**config.mk**
```make
export PLATFORM = sky130hd
export DESIGN_NAME = emg_onset_lift_detector_top
export DESIGN_NICKNAME = d
export VERILOG_FILES = /design/src/sv/eold_pkg.sv /design/src/sv/eold_smooth.sv /design/src/sv/eold_detect.sv /design/src/sv/emg_onset_lift_detector_top.sv
export SDC_FILE = /design/constraint.sdc
export NUM_CORES = 1
export LEC_CHECK = 0
export ABC_AREA = 1
export CAP_MARGIN = 20
export CORE_MARGIN = 2
export CORE_UTILIZATION = 50
export DETAILED_ROUTE_END_ITERATION = 7
export DONT_BUFFER_PORTS = 1
export SLEW_MARGIN = 20
export SYNTH_ARGS = -nofsm -noshare
export SYNTH_HDL_FRONTEND = slang
export SYNTH_SLANG_ARGS = --single-unit
```
**constraint.sdc**
```tcl
create_clock -name clk_i -period 10 [get_ports clk_i]
set_input_delay 2 -clock clk_i [delete_from_list [all_inputs] [get_ports clk_i]]
set_output_delay 2 -clock clk_i [all_outputs]
set_load 0.05 [all_outputs]
```
**src/sv/eold_pkg.sv**
```systemverilog
// Package for the EMG onset and lift detector.
// Holds the field widths, register indexes, reset values and the config struct.
// No dependencies.
package eold_pkg;

  // Level and register widths
  localparam int unsigned LEVEL_W    = 20;
  localparam int unsigned ALPHA_W    = 16;
  localparam int unsigned RUN_W      = 4;
  localparam int unsigned HOLD_W     = 8;
  localparam int unsigned CFG_IDX_W  = 3;
  localparam int unsigned CFG_DATA_W = LEVEL_W;

  // Default datapath parameters
  localparam int unsigned DEF_SAMPLE_BITS = 12;
  localparam int unsigned DEF_FRAC_BITS   = 8;

  // Register reset values
  localparam logic [ALPHA_W-1:0] ALPHA_RST = ALPHA_W'(59578);
  localparam logic [RUN_W-1:0]   ENTER_RST = RUN_W'(3);
  localparam logic [RUN_W-1:0]   EXIT_RST  = RUN_W'(6);
  localparam logic [HOLD_W-1:0]  HOLD_RST  = HOLD_W'(12);

  // Register indexes on the config port
  typedef enum logic [CFG_IDX_W-1:0] {
    REG_ALPHA     = 3'd0,
    REG_ON_THR    = 3'd1,
    REG_OFF_THR   = 3'd2,
    REG_LIFT_THR  = 3'd3,
    REG_ENTER_CNT = 3'd4,
    REG_EXIT_CNT  = 3'd5,
    REG_LIFT_HOLD = 3'd6
  } cfg_reg_e;

  // Register file contents
  typedef struct packed {
    logic [ALPHA_W-1:0] alpha;
    logic [LEVEL_W-1:0] on_thr;
    logic [LEVEL_W-1:0] off_thr;
    logic [LEVEL_W-1:0] lift_thr;
    logic [RUN_W-1:0]   enter_cnt;
    logic [RUN_W-1:0]   exit_cnt;
    logic [HOLD_W-1:0]  lift_hold;
  } cfg_t;

endpackage

```
**src/sv/eold_smooth.sv**
```systemverilog
// Exponential smoother update for one sample, pure combinational.
// Depends on eold_pkg for the level and alpha widths.
module eold_smooth import eold_pkg::*; (
  input  logic               primed_i,
  input  logic [LEVEL_W-1:0] level_i,
  input  logic [LEVEL_W-1:0] x_i,
  input  logic [ALPHA_W-1:0] alpha_i,
  output logic [LEVEL_W-1:0] level_o
);

  localparam int unsigned DiffW = LEVEL_W + 1;
  localparam int unsigned ProdW = ALPHA_W + 1 + DiffW;
  localparam int unsigned AccW  = ProdW + 1;

  logic signed [DiffW-1:0]   diff;
  logic signed [ALPHA_W:0]   alpha_s;
  logic signed [ProdW-1:0]   prod;
  logic signed [AccW-1:0]    acc;

  // a*L + (1-a)*x rewritten as x + a*(L - x): one signed multiply
  always_comb begin
    diff    = $signed({1'b0, level_i}) - $signed({1'b0, x_i});
    alpha_s = $signed({1'b0, alpha_i});
    prod    = alpha_s * diff;
    acc     = $signed({{(AccW-LEVEL_W-ALPHA_W){1'b0}}, x_i, {ALPHA_W{1'b0}}})
            + AccW'(prod)
            + $signed(AccW'(1) <<< (ALPHA_W - 1));
    // result never exceeds the larger of level and x, so it fits
    if (primed_i) begin
      level_o = acc[ALPHA_W +: LEVEL_W];
    end else begin
      level_o = x_i;
    end
  end

endmodule

```
**src/sv/eold_detect.sv**
```systemverilog
// Activity hysteresis/debounce and lift hold detectors.
// Depends on eold_pkg for widths and the config struct.
module eold_detect import eold_pkg::*; (
  input  logic               clk_i,
  input  logic               rst_ni,
  input  logic               en_i,
  input  logic [LEVEL_W-1:0] level_i,
  input  cfg_t               cfg_i,
  output logic               active_o,
  output logic               lift_o
);

  logic              active_q, active_d;
  logic [RUN_W-1:0]  enter_run_q, enter_run_d;
  logic [RUN_W-1:0]  exit_run_q, exit_run_d;
  logic              lift_q, lift_d;
  logic              armed_q, armed_d;
  logic [HOLD_W-1:0] lift_run_q, lift_run_d;
  logic [RUN_W-1:0]  enter_inc, exit_inc;

  // Activity flag: count qualifying samples in the current state
  always_comb begin
    active_d    = active_q;
    enter_run_d = enter_run_q;
    exit_run_d  = exit_run_q;
    enter_inc   = enter_run_q + RUN_W'(1);
    exit_inc    = exit_run_q + RUN_W'(1);
    if (!active_q) begin
      if (level_i >= cfg_i.on_thr) begin
        enter_run_d = enter_inc;
        if (enter_inc >= cfg_i.enter_cnt) begin
          active_d    = 1'b1;
          enter_run_d = '0;
        end
      end else begin
        enter_run_d = '0;
      end
    end else begin
      if (level_i <= cfg_i.off_thr) begin
        exit_run_d = exit_inc;
        if (exit_inc >= cfg_i.exit_cnt) begin
          active_d   = 1'b0;
          exit_run_d = '0;
        end
      end else begin
        exit_run_d = '0;
      end
    end
  end

  // Lift flag: arm on first crossing, then count held samples (saturating)
  always_comb begin
    lift_d     = lift_q;
    armed_d    = armed_q;
    lift_run_d = lift_run_q;
    if (level_i >= cfg_i.lift_thr) begin
      if (!lift_q) begin
        if (!armed_q) begin
          armed_d    = 1'b1;
          lift_run_d = '0;
        end else if (lift_run_q != {HOLD_W{1'b1}}) begin
          lift_run_d = lift_run_q + HOLD_W'(1);
        end
        if (lift_run_d >= cfg_i.lift_hold) begin
          lift_d = 1'b1;
        end
      end
    end else begin
      lift_d     = 1'b0;
      armed_d    = 1'b0;
      lift_run_d = '0;
    end
  end

  always_ff @(posedge clk_i or negedge rst_ni) begin
    if (!rst_ni) begin
      active_q    <= 1'b0;
      enter_run_q <= '0;
      exit_run_q  <= '0;
      lift_q      <= 1'b0;
      armed_q     <= 1'b0;
      lift_run_q  <= '0;
    end else if (en_i) begin
      active_q    <= active_d;
      enter_run_q <= enter_run_d;
      exit_run_q  <= exit_run_d;
      lift_q      <= lift_d;
      armed_q     <= armed_d;
      lift_run_q  <= lift_run_d;
    end
  end

  assign active_o = active_q;
  assign lift_o   = lift_q;

endmodule

```
**src/sv/emg_onset_lift_detector_top.sv**
```systemverilog
// Top level of the EMG onset and lift detector: handshakes, config registers,
// sample register and smoother state. Depends on eold_pkg, eold_smooth, eold_detect.
//
//  channel | direction | handshake              | payload
//  --------+-----------+------------------------+-------------------------------
//  in      | sink      | in_valid_i / in_stall_o  | sample_i
//  out     | source    | out_valid_o / out_stall_i| smoothed_o, is_active_o, is_lift_o
//  cfg     | sink      | cfg_valid_i / cfg_ready_o| cfg_index_i, cfg_data_i
//
// A request passes the sample register (scaling), then the smoother multiply and
// detector update into the result registers. One request is taken every cycle while
// the output is not stalled; the smoother feedback runs through the level register.
// The smoother level and flags are the result registers; they hold while a valid result
// sees out_stall_i high, and a full sample register then holds and raises in_stall_o.
// Reset (rst_ni low, asynchronous) clears state but sample data, loads register defaults.
module emg_onset_lift_detector_top import eold_pkg::*; #(
  parameter int unsigned SAMPLE_BITS = DEF_SAMPLE_BITS,
  parameter int unsigned FRAC_BITS   = DEF_FRAC_BITS
) (
  input  logic                  clk_i,
  input  logic                  rst_ni,
  input  logic                  in_valid_i,
  output logic                  in_stall_o,
  input  logic [SAMPLE_BITS-1:0] sample_i,
  output logic                  out_valid_o,
  input  logic                  out_stall_i,
  output logic [LEVEL_W-1:0]    smoothed_o,
  output logic                  is_active_o,
  output logic                  is_lift_o,
  input  logic                  cfg_valid_i,
  output logic                  cfg_ready_o,
  input  logic [CFG_IDX_W-1:0]  cfg_index_i,
  input  logic [CFG_DATA_W-1:0] cfg_data_i
);

  localparam int unsigned ScaleW = SAMPLE_BITS + FRAC_BITS + LEVEL_W;

  cfg_t               cfg_q;
  logic               s1_valid_q;
  logic [LEVEL_W-1:0] x_q, x_d;
  logic [ScaleW-1:0]  scaled;
  logic               out_valid_q;
  logic               primed_q;
  logic [LEVEL_W-1:0] level_q, level_d;
  logic               adv;
  logic               in_take;

  // Config writes, always ready
  assign cfg_ready_o = 1'b1;

  always_ff @(posedge clk_i or negedge rst_ni) begin
    if (!rst_ni) begin
      cfg_q.alpha     <= ALPHA_RST;
      cfg_q.on_thr    <= '0;
      cfg_q.off_thr   <= '0;
      cfg_q.lift_thr  <= '0;
      cfg_q.enter_cnt <= ENTER_RST;
      cfg_q.exit_cnt  <= EXIT_RST;
      cfg_q.lift_hold <= HOLD_RST;
    end else if (cfg_valid_i && cfg_ready_o) begin
      case (cfg_reg_e'(cfg_index_i))
        REG_ALPHA:     cfg_q.alpha     <= cfg_data_i[ALPHA_W-1:0];
        REG_ON_THR:    cfg_q.on_thr    <= cfg_data_i[LEVEL_W-1:0];
        REG_OFF_THR:   cfg_q.off_thr   <= cfg_data_i[LEVEL_W-1:0];
        REG_LIFT_THR:  cfg_q.lift_thr  <= cfg_data_i[LEVEL_W-1:0];
        REG_ENTER_CNT: cfg_q.enter_cnt <= cfg_data_i[RUN_W-1:0];
        REG_EXIT_CNT:  cfg_q.exit_cnt  <= cfg_data_i[RUN_W-1:0];
        REG_LIFT_HOLD: cfg_q.lift_hold <= cfg_data_i[HOLD_W-1:0];
        default: ;
      endcase
    end
  end

  // Flow control: result registers advance when empty or being taken
  assign adv        = !out_valid_q || !out_stall_i;
  assign in_stall_o = s1_valid_q && !adv;
  assign in_take    = in_valid_i && !in_stall_o;

  // Scale sample to Q.FRAC_BITS, saturate to the level width
  always_comb begin
    scaled = ScaleW'(sample_i) << FRAC_BITS;
    if (|scaled[ScaleW-1:LEVEL_W]) begin
      x_d = {LEVEL_W{1'b1}};
    end else begin
      x_d = scaled[LEVEL_W-1:0];
    end
  end

  // Sample register
  always_ff @(posedge clk_i or negedge rst_ni) begin
    if (!rst_ni) begin
      s1_valid_q <= 1'b0;
    end else if (!in_stall_o) begin
      s1_valid_q <= in_valid_i;
    end
  end

  always_ff @(posedge clk_i) begin
    if (in_take) begin
      x_q <= x_d;
    end
  end

  // Smoother update
  eold_smooth u_smooth (
    .primed_i (primed_q),
    .level_i  (level_q),
    .x_i      (x_q),
    .alpha_i  (cfg_q.alpha),
    .level_o  (level_d)
  );

  // Smoother state doubles as the result register
  always_ff @(posedge clk_i or negedge rst_ni) begin
    if (!rst_ni) begin
      out_valid_q <= 1'b0;
      primed_q    <= 1'b0;
      level_q     <= '0;
    end else if (adv) begin
      out_valid_q <= s1_valid_q;
      if (s1_valid_q) begin
        primed_q <= 1'b1;
        level_q  <= level_d;
      end
    end
  end

  // Activity and lift detectors
  eold_detect u_detect (
    .clk_i    (clk_i),
    .rst_ni   (rst_ni),
    .en_i     (adv && s1_valid_q),
    .level_i  (level_d),
    .cfg_i    (cfg_q),
    .active_o (is_active_o),
    .lift_o   (is_lift_o)
  );

  assign out_valid_o = out_valid_q;
  assign smoothed_o  = level_q;

  // A held result must also hold back the sample register
  a_stall_backs_up: assert property (@(posedge clk_i) disable iff (!rst_ni)
    (s1_valid_q && out_valid_q && out_stall_i) |-> in_stall_o)
    else $error("sample register not stalled behind a held result");

  // Any delivered result comes after the smoother is loaded
  a_primed: assert property (@(posedge clk_i) disable iff (!rst_ni)
    out_valid_q |-> primed_q)
    else $error("result valid before smoother primed");

  // Lift flag on a fresh result implies level at or above the lift level
  a_lift_level: assert property (@(posedge clk_i) disable iff (!rst_ni)
    (adv && s1_valid_q) |=> (!is_lift_o || (smoothed_o >= $past(cfg_q.lift_thr))))
    else $error("lift flag set below lift level");

endmodule
```
## Word-level counts from Yosys, hierarchy flattened

Cells that the tools add are included.

- Order comparisons: 6
- Reductions and logical operators: 20
- $mul: 1
- Bitwise logic cells: 1
- Equality and inequality tests: 8
- Mux-type cells: 21
- Add/sub/neg operators: 6

Operators by type and width:

| kind | count |
|---|---|
| $mux 8 | 6 |
| $ge 20x20->1 | 2 |
| $add 36x17->36 const B | 1 |
| $add 36x36->36 | 1 |
| $mul 17x21->36 | 1 |
| $reduce_and 2->1 | 11 |
| $sub 20x20->21 | 1 |
| $le 20x20->1 | 1 |
| $mux 20 | 1 |
| $mux 4 | 4 |
| $mux 1 | 10 |
| $eq 3x3->1 const B | 3 |
| $add 4x1->4 const B | 2 |
| $add 8x1->8 const B | 1 |
| $ge 4x4->1 | 2 |
| $ge 8x8->1 | 1 |
| $ne 8x8->1 const B | 1 |
| $eq 3x2->1 const B | 2 |
| $logic_not 1->1 | 4 |
| $eq 3x1->1 const B | 1 |
| $logic_and 1x1->1 | 3 |
| $logic_not 3->1 | 1 |
| $ne 2x2->1 const B | 1 |
| $logic_or 1x1->1 | 1 |
| $not 1->1 | 1 |

- Input port bits: 40
- Word-level logic and storage cells: 81
- Output and inout bits: 25
- Bits in registers: 146

## Logic depth before layout (Yosys ltp)

Gate-level depths: netlist of run 1.

- Depth in word-level cells: 11
- Depth in mapped cells: 51
- Mapped depth without buffers: 51

## Hierarchy

A second synthesis of run 1 with hierarchy kept.

- Cells, all modules: 2958
- Area total of the unflattened synthesis: 22803.1 µm²

Modules (own cells, without submodules):

| module | area each (µm²) | instances | seq. area each (µm²) | cells each |
|---|---|---|---|---|
| eold_smooth | 14771.7 | 1 | 0.0 | 1962 |
| emg_onset_lift_detector_top | 4879.7 | 1 | 3256.9 | 526 |
| eold_detect | 3151.8 | 1 | 475.5 | 470 |

## Least setup slack after synthesis of run 1

OpenSTA, ideal clock, no wires.

- Kind: register to register
- Start point: register level_q[8], in the netlist smoothed_o[8]
- End point: register u_detect.lift_run_q[0]
- Stages on the path, launching flop included: 44
- Arrival: 8579 ps
- Clock period less this slack: 8697 ps
- Setup time: 118 ps
- Data required time: 9882 ps
- Path slack: 1303 ps
- Buffers on the path: 1
- Cell sequence: dfrtp_1 > inv_1 > ha_1 > fa_1 > inv_1 > nand2_1 > nand2_1 > nand2_1 > nand2_2 > nand3_1 > nand3_1 > buf_2 > nor2_1 > fa_1 > inv_1 > fa_1 > inv_1 > fa_1 > [8 not listed] > nor3_1 > inv_1 > a21oi_1 > inv_1 > nand2_1 > nand3_1 > and2_1 > ha_1 > nand2_1 > inv_1 > nand3_1 > inv_1 > a21oi_1 > nand4_2 > nor2_1 > nor2_2 > nand2_1 > nand2_1

- Cells in the longest elaborated chain, start to end: 8
- Elaborated cells on any way between the ends: 9
- Classes of those cells: add/sub: 3; mul: 1; order compare: 1; eq/ne: 1; mux: 2; reduce/logical: 1

RTL lines:

| item | line | text |
|---|---|---|
| from (decl) | emg_onset_lift_detector_top.sv:44 | `logic [LEVEL_W-1:0] level_q, level_d;` |
| from (signal assigned) | emg_onset_lift_detector_top.sv:123 | `level_q <= level_d;` |
| $sub 20x20->21 * | eold_smooth.sv:22 | `diff = $signed({1'b0, level_i}) - $signed({1'b0, x_i});` |
| $mul 17x21->36 * | eold_smooth.sv:24 | `prod = alpha_s * diff;` |
| $add 36x36->36 * | eold_smooth.sv:26 | `+ AccW'(prod)` |
| $add 36x17->36 * | eold_smooth.sv:27 | `+ $signed(AccW'(1) <<< (ALPHA_W - 1));` |
| $mux 20 * | eold_smooth.sv:29 | `if (primed_i) begin` |
| via level_d[19] | emg_onset_lift_detector_top.sv:44 |  |
| $ge 20x20->1 * | eold_detect.sv:56 | `if (level_i >= cfg_i.lift_thr) begin` |
| $ne 2x2->1 (no line) | -- |  |
| $reduce_and 2->1 (no line) | -- |  |
| to (signal assigned) | eold_detect.sv:89 | `lift_run_q <= lift_run_d;` |
| to (decl) | eold_detect.sv:18 | `logic [HOLD_W-1:0] lift_run_q, lift_run_d;` |

Mark *: on every way through the listed nets, which the timed path passes. The rest lies on a longest branch.
A chain may end at the register's enable or synchronous reset.

## Worst setup path in the final report of run 1

- Start point: register x_q[8]
- End point: register u_detect.exit_run_q[3]

- Cells in the longest elaborated chain, start to end: 7

RTL lines:

| item | line | text |
|---|---|---|
| from (decl) | emg_onset_lift_detector_top.sv:40 | `logic [LEVEL_W-1:0] x_q, x_d;` |
| from (signal assigned) | emg_onset_lift_detector_top.sv:100 | `x_q <= x_d;` |
| $sub 20x20->21 | eold_smooth.sv:22 |  |
| $mul 17x21->36 | eold_smooth.sv:24 |  |
| $add 36x36->36 * | eold_smooth.sv:26 |  |
| $add 36x17->36 * | eold_smooth.sv:27 |  |
| $mux 20 * | eold_smooth.sv:29 |  |
| via level_d[18] | emg_onset_lift_detector_top.sv:44 |  |
| $le 20x20->1 * | eold_detect.sv:39 | `if (level_i <= cfg_i.off_thr) begin` |
| $mux 4 * | eold_detect.sv:39 |  |
| to (signal assigned) | eold_detect.sv:86 | `exit_run_q <= exit_run_d;` |
| to (decl) | eold_detect.sv:15 | `logic [RUN_W-1:0] exit_run_q, exit_run_d;` |

Marks and branches as above.

==> results of run 1 <==
-- final timing paths --
kind                                                 endpoint  slack [ns]  depth (start not counted)
max in group asynchronous               cfg_q[83]$_DFFE_PN1P_        8.50                          0
max reg2reg                u_detect.exit_run_q[3]$_DFFE_PN0P_        0.55                         42
min in group asynchronous  u_detect.lift_run_q[1]$_DFFE_PN0P_        1.25                          0
min                                 smoothed_o[1]$_DFFE_PN0P_        0.48                          2
max                        u_detect.exit_run_q[3]$_DFFE_PN0P_        0.55                         42
min reg2reg                         smoothed_o[1]$_DFFE_PN0P_        0.48                          2
-- registers in the layout, indices dropped and copies added (netlist names) --
signal and flops:
smoothed_o 20, u_detect.enter_run_q 4, x_q 12, u_detect.lift_run_q 8, s1_valid_q 1, u_detect.exit_run_q 4, cfg_q 92, u_detect.active_o 1
out_valid_o 1, u_detect.armed_q 1, u_detect.lift_o 1, primed_q 1
-- cells by family after synthesis --
kind of cell | share of synthesized area [%]
AND/OR/NAND/NOR | 17.89
buffers and inverters | 14.30
XOR/XNOR | 0.7233
flip-flops | 17.26
other | 0.01734
adder cells (fa/ha/maj) | 43.04
AO/OA/AOI/OAI | 6.765
-- worst register-to-register path: cells and delay by family, from the launching register on --
family / cells / cell delay [ns]
adder cells (fa/ha/maj): 10 / 4.76
AND/OR/NAND/NOR: 15 / 1.88
flip-flops: 1 / 0.45
buffers and inverters: 9 / 1.03
AO/OA/AOI/OAI: 8 / 1.21
-- per-layer routing --
metal / wire [µm] / vias up / track usage, %
li1: - / 8095 / -
met1: 26510 / 8363 / 38.63
met2: 29270 / 434 / 49.04
met3: 3287 / 79 / 4.124
met4: 1392 / 0 / 7.382
met5: 0 / - / 0
-- per-stage QoR --
step / hold slack (ns) / instance area [µm²]
6_report: 0.4836 / 22980
5_1_grt: 0.5080 / 22980
4_1_cts: 0.4852 / 22940
3_5_place_dp: 0.4681 / 22400
3_3_place_gp: 0.4646 / 22380
2_1_floorplan: 0.4477 / 21620
-- cell type report --
type | instances | area (µm²) | area share [%]
clock buffer | 22 | 464.2 | 2.020
clock inverter | 10 | 75.07 | 0.3267
inverter | 750 | 2815 | 12.25
multi-input combinational | 1777 | 14820 | 64.49
sequential | 146 | 3735 | 16.26
tap | 585 | 732.0 | 3.186
timing repair buffer | 44 | 337.8 | 1.470
-- synth_stat cells, drive strengths merged --
library cell,count,share of area [%]
edfxtp,12,1.7
a31oi,6,0.23
o21a,2,0.069
ha,195,11
inv,745,13
buf,8,0.19
and2,4,0.12
clkbuf,63,1.1
nor3b,1,0.035
nor3,15,0.37
fa,343,32
a21o,2,0.069
dfstp,15,1.8
xor2,11,0.48
nand4,25,0.75
and3,1,0.029
a21boi,1,0.035
dfrtp,119,14
xnor2,6,0.24
or2,3,0.087
conb,1,0.017
nand2,623,11
clkinv,5,0.087
a21oi,85,2.0
a211oi,4,0.16
o31ai,2,0.069
o2111ai,1,0.041
nor4,2,0.058
o211ai,2,0.069
nand3,77,1.9
nand3b,8,0.28
nor2,194,3.4
o21bai,12,0.43
o21ai,151,3.6
-- timing repair --
action                                 CTS  global route
buffers inserted                         0             2
setup endpoints to repair                0            19
endpoints found under the hold margin    0             0
resized for setup                        0             8
==> reports/qor.csv, run 1 <==
metric;value;unit
status;finished clean;
critPathCaptureType;flip-flop;
clk_pin_slew;0.06;ns
layout_commonest_cell;inv_1;
worstHoldStart;smoothed_o[1]$_DFFE_PN0P_;
mappedNetlistNets;3322;
mostFrequentLayoutCells;736 x inv_1, 616 x nand2_1, 342 x fa_1, 195 x ha_1, 191 x nor2_1;
antenna_found_initial;0;
ios;65;
dr.first_iter.drc_count;1142;
cts_buffers;17;
seq_area_frac_synth;17.26;%
clock_path_buffers;2;
drc_errors;0;
finClkSkew;0.009413;ns
yosys.cell_types.count;52;
fill_cells;4171;
worst_pin_slew;0.9631;ns
hold_class;reg2reg;
stdcell_count;3334;
grt_pass1_vias;17657;
slowest_stage;fa_1;
fin_ws;0.5505;ns
crit_family;adder cells;
core_area;42890;µm²
clockRootBuffer;clkbuf_16;
drt_pass1_iterations;7;
globalplace.congestion;0.9353;
vias;16971;
start_kind;flip-flop;
slew_headroom;35.79;%
cts.sinks;146;
die_h;212.0;µm
required;10.32;ns
grt_start_max_net_pins;135;
wl_per_cell;18.14;µm
grt_pass1_wl;97370;µm
synth-seq-cells;146;
crit_type;reg2reg;
worst-path-max-fanout;11;
port_buffers;0;
startpoint;x_q[8]$_DFFE_PP_;
grt_usage;28.79;%
die_w;212.0;µm
cap_violations;0;
fmax;105.8;MHz
htree_num_levels;4;
hold_buffers;0;
post-place-ws;0.2837;ns
fin_crit_sh;94.49;%
rows;76;
syn_area;21620;µm²
synthCells;2744;
fin_setup_tns;0;ns
slowest_delay;0.71;ns
dp_hpwl;50240;µm
slew_viol_final;0;
worstSkewPairLatency;0.45;ns
overflow;0;
worstPathArrival;9.77;ns
synth_area_per_cell;7.880;µm²
syn_to_final_growth;6.261;%
rr_startpoint;x_q[8]$_DFFE_PP_;
dp.cells;3300;
ant_nets;0;
nets;3314;
start_util;50.42;%
synth-warning-count;0;
viasPerCell;5.090;
period_minus_slack;9.449;ns
cts_tree;built;
cp_num_buf_inv;9;
diodes;0;
hold_viol_final;0;
design.die.area;44920;µm²
final_util;53.57;%
drive_above_1_share;4.765;%
setup_viol;0;
finalWirelength;60460;µm
Power of run 1 is not shown: default switching activity piles up to over one toggle a cycle in this logic, so the estimate is an artifact.
==> run 2: changes to the inputs <==
==> constraint.sdc (replaced) <==
create_clock -name clk_i -period 9.8 [get_ports clk_i]
set_input_delay 0.98 -clock clk_i [delete_from_list [all_inputs] [get_ports clk_i]]
set_output_delay 0.98 -clock clk_i [all_outputs]
set_load 0.05 [all_outputs]
==> run 2 against run 1 <==
  * Via count rose by 2.9%
  * First-iteration DRC count rose by 0.44%
  * Cell area rose by 0.77%
  * Worst hold slack got worse by 0.26 ns
  * Register-to-register slack improved by 0.04 ns
  * Sequential cell count did not move
  * Critical endpoint unchanged
  * Clock-buffer cell count fell by 2
  * Non-clock buffer count rose by 9
  * Clock skew rose by 0.0084 ns
  * Die area did not move
  * Setup slack improved by 0.044 ns
  * Critical path depth fell by 3
==> reports/qor.csv, run 2 (same netlist as run 1, synthesis figures left out) <==
metric;value;unit
status;finished clean;
mostFrequentLayoutCells;736 x inv_1, 615 x nand2_1, 342 x fa_1, 195 x ha_1, 192 x nor2_1;
die_w;212.0;µm
grt_usage;29.53;%
stdcell_area;23150;µm²
crit_type;reg2reg;
cap_violations;0;
nets;3323;
grt_pass1_wl;100000;µm
largest_register_ffs;92;
drt_pass1_iterations;6;
worst-path-max-fanout;9;
antenna_found_initial;1;
drc_errors;0;
start_util;50.42;%
htree_num_levels;4;
clk_pin_slew;0.07;ns
fmax;108.6;MHz
overflow;0;
fin_setup_tns;0;ns
clockRootBuffer;clkbuf_16;
dpl-instance-area;22430;µm²
hold_class;in2async;
fin_crit_sh;93.93;%
die_h;212.0;µm
hold_buffers;0;
layout_commonest_cell;inv_1;
ios;65;
worstSkewPairLatency;0.45;ns
start_kind;flip-flop;
cp_common_cell;fa_1;
slowest_delay;0.58;ns
drive_above_1_share;5.330;%
slew_viol_final;0;
design.die.area;44920;µm²
globalplace.congestion;0.9333;
grt_pass1_vias;18011;
ant_nets;0;
setup_viol;0;
rsz0062_at_grt;no;
cts_buffers;17;
port_buffers;0;
cts_tree;built;
slew_headroom;31.40;%
core_area;42890;µm²
dp_hpwl;51990;µm
critPathCaptureType;flip-flop;
wl_per_cell;18.75;µm
viasPerCell;5.225;
rows;76;
worstPathArrival;9.54;ns
required;10.13;ns
period_minus_slack;9.205;ns
syn_to_final_growth;7.083;%
largest_register;cfg_q;
slowest_stage;fa_1;
diodes;0;
grt_start_max_net_pins;135;
vias;17467;
clock_path_buffers;2;
whs;0.2246;ns
dr.first_iter.drc_count;1147;
finalWirelength;62680;µm
cts.sinks;146;
worst_pin_slew;1.029;ns
finClkSkew;0.01782;ns
hold_viol_final;0;
## run 2: final cells by class
type / instances / area [µm²]
tap: 585 / 732.0
multi-input combinational: 1777 / 14830
fill: 4156 / 19730
inverter: 750 / 2818
timing repair buffer: 53 / 397.9
sequential: 146 / 3740
clock buffer: 20 / 467.9
clock inverter: 12 / 167.7
## run 2: per-stage QoR
step | utilization (%) | worst slack [ns] | cells
after floorplan | - | 1.103 | 2744
after global placement | 52.30 | 0.4599 | 3305
after detailed placement | 52.30 | 0.1810 | 3305
after CTS | 53.79 | 0.1572 | 3337
after global routing | 53.99 | 0.02529 | 3343
final | 53.99 | 0.5947 | 3343
## run 2: final timing paths
kind	start	end	slack, ns	cells after the start
max	smoothed_o[12]$_DFFE_PN0P_	u_detect.exit_run_q[3]$_DFFE_PN0P_	0.59	39
min	rst_ni	u_detect.lift_run_q[2]$_DFFE_PN0P_	0.22	0
max reg2reg	smoothed_o[12]$_DFFE_PN0P_	u_detect.exit_run_q[3]$_DFFE_PN0P_	0.59	39
min reg2reg	s1_valid_q$_DFFE_PN0N_	out_valid_o$_DFFE_PN0N_	0.48	2
max in group asynchronous	rst_ni	cfg_q[13]$_DFFE_PN1P_	9.33	0
min in group clk_i	s1_valid_q$_DFFE_PN0N_	out_valid_o$_DFFE_PN0N_	0.48	2
## run 2: timing repair
item,4_1_cts,5_1_grt
buffers inserted,0,6
gates resized for setup,0,15
endpoints found under the setup margin,0,19
## run 2: layer usage
metal / routed length (µm) / GRT usage [%] / vias up
met1: 26930 / 39.39 / 8758
met5: 11 / 0 / -
li1: - / - / 8119
met4: 1393 / 7.504 / 2
met3: 3486 / 4.584 / 82
met2: 30860 / 50.39 / 506
## run 2: critical path, delay by kind of cell (launching register included)
| kind | cells | cell delay (ns) |
|---|---|---|
| flip-flops | 1 | 0.53 |
| buffers and inverters | 7 | 0.89 |
| adder cells (fa/ha/maj) | 9 | 4.13 |
| AO/OA/AOI/OAI | 10 | 1.63 |
| AND/OR/NAND/NOR | 13 | 1.90 |
Power of run 2 is left out for the same reason.
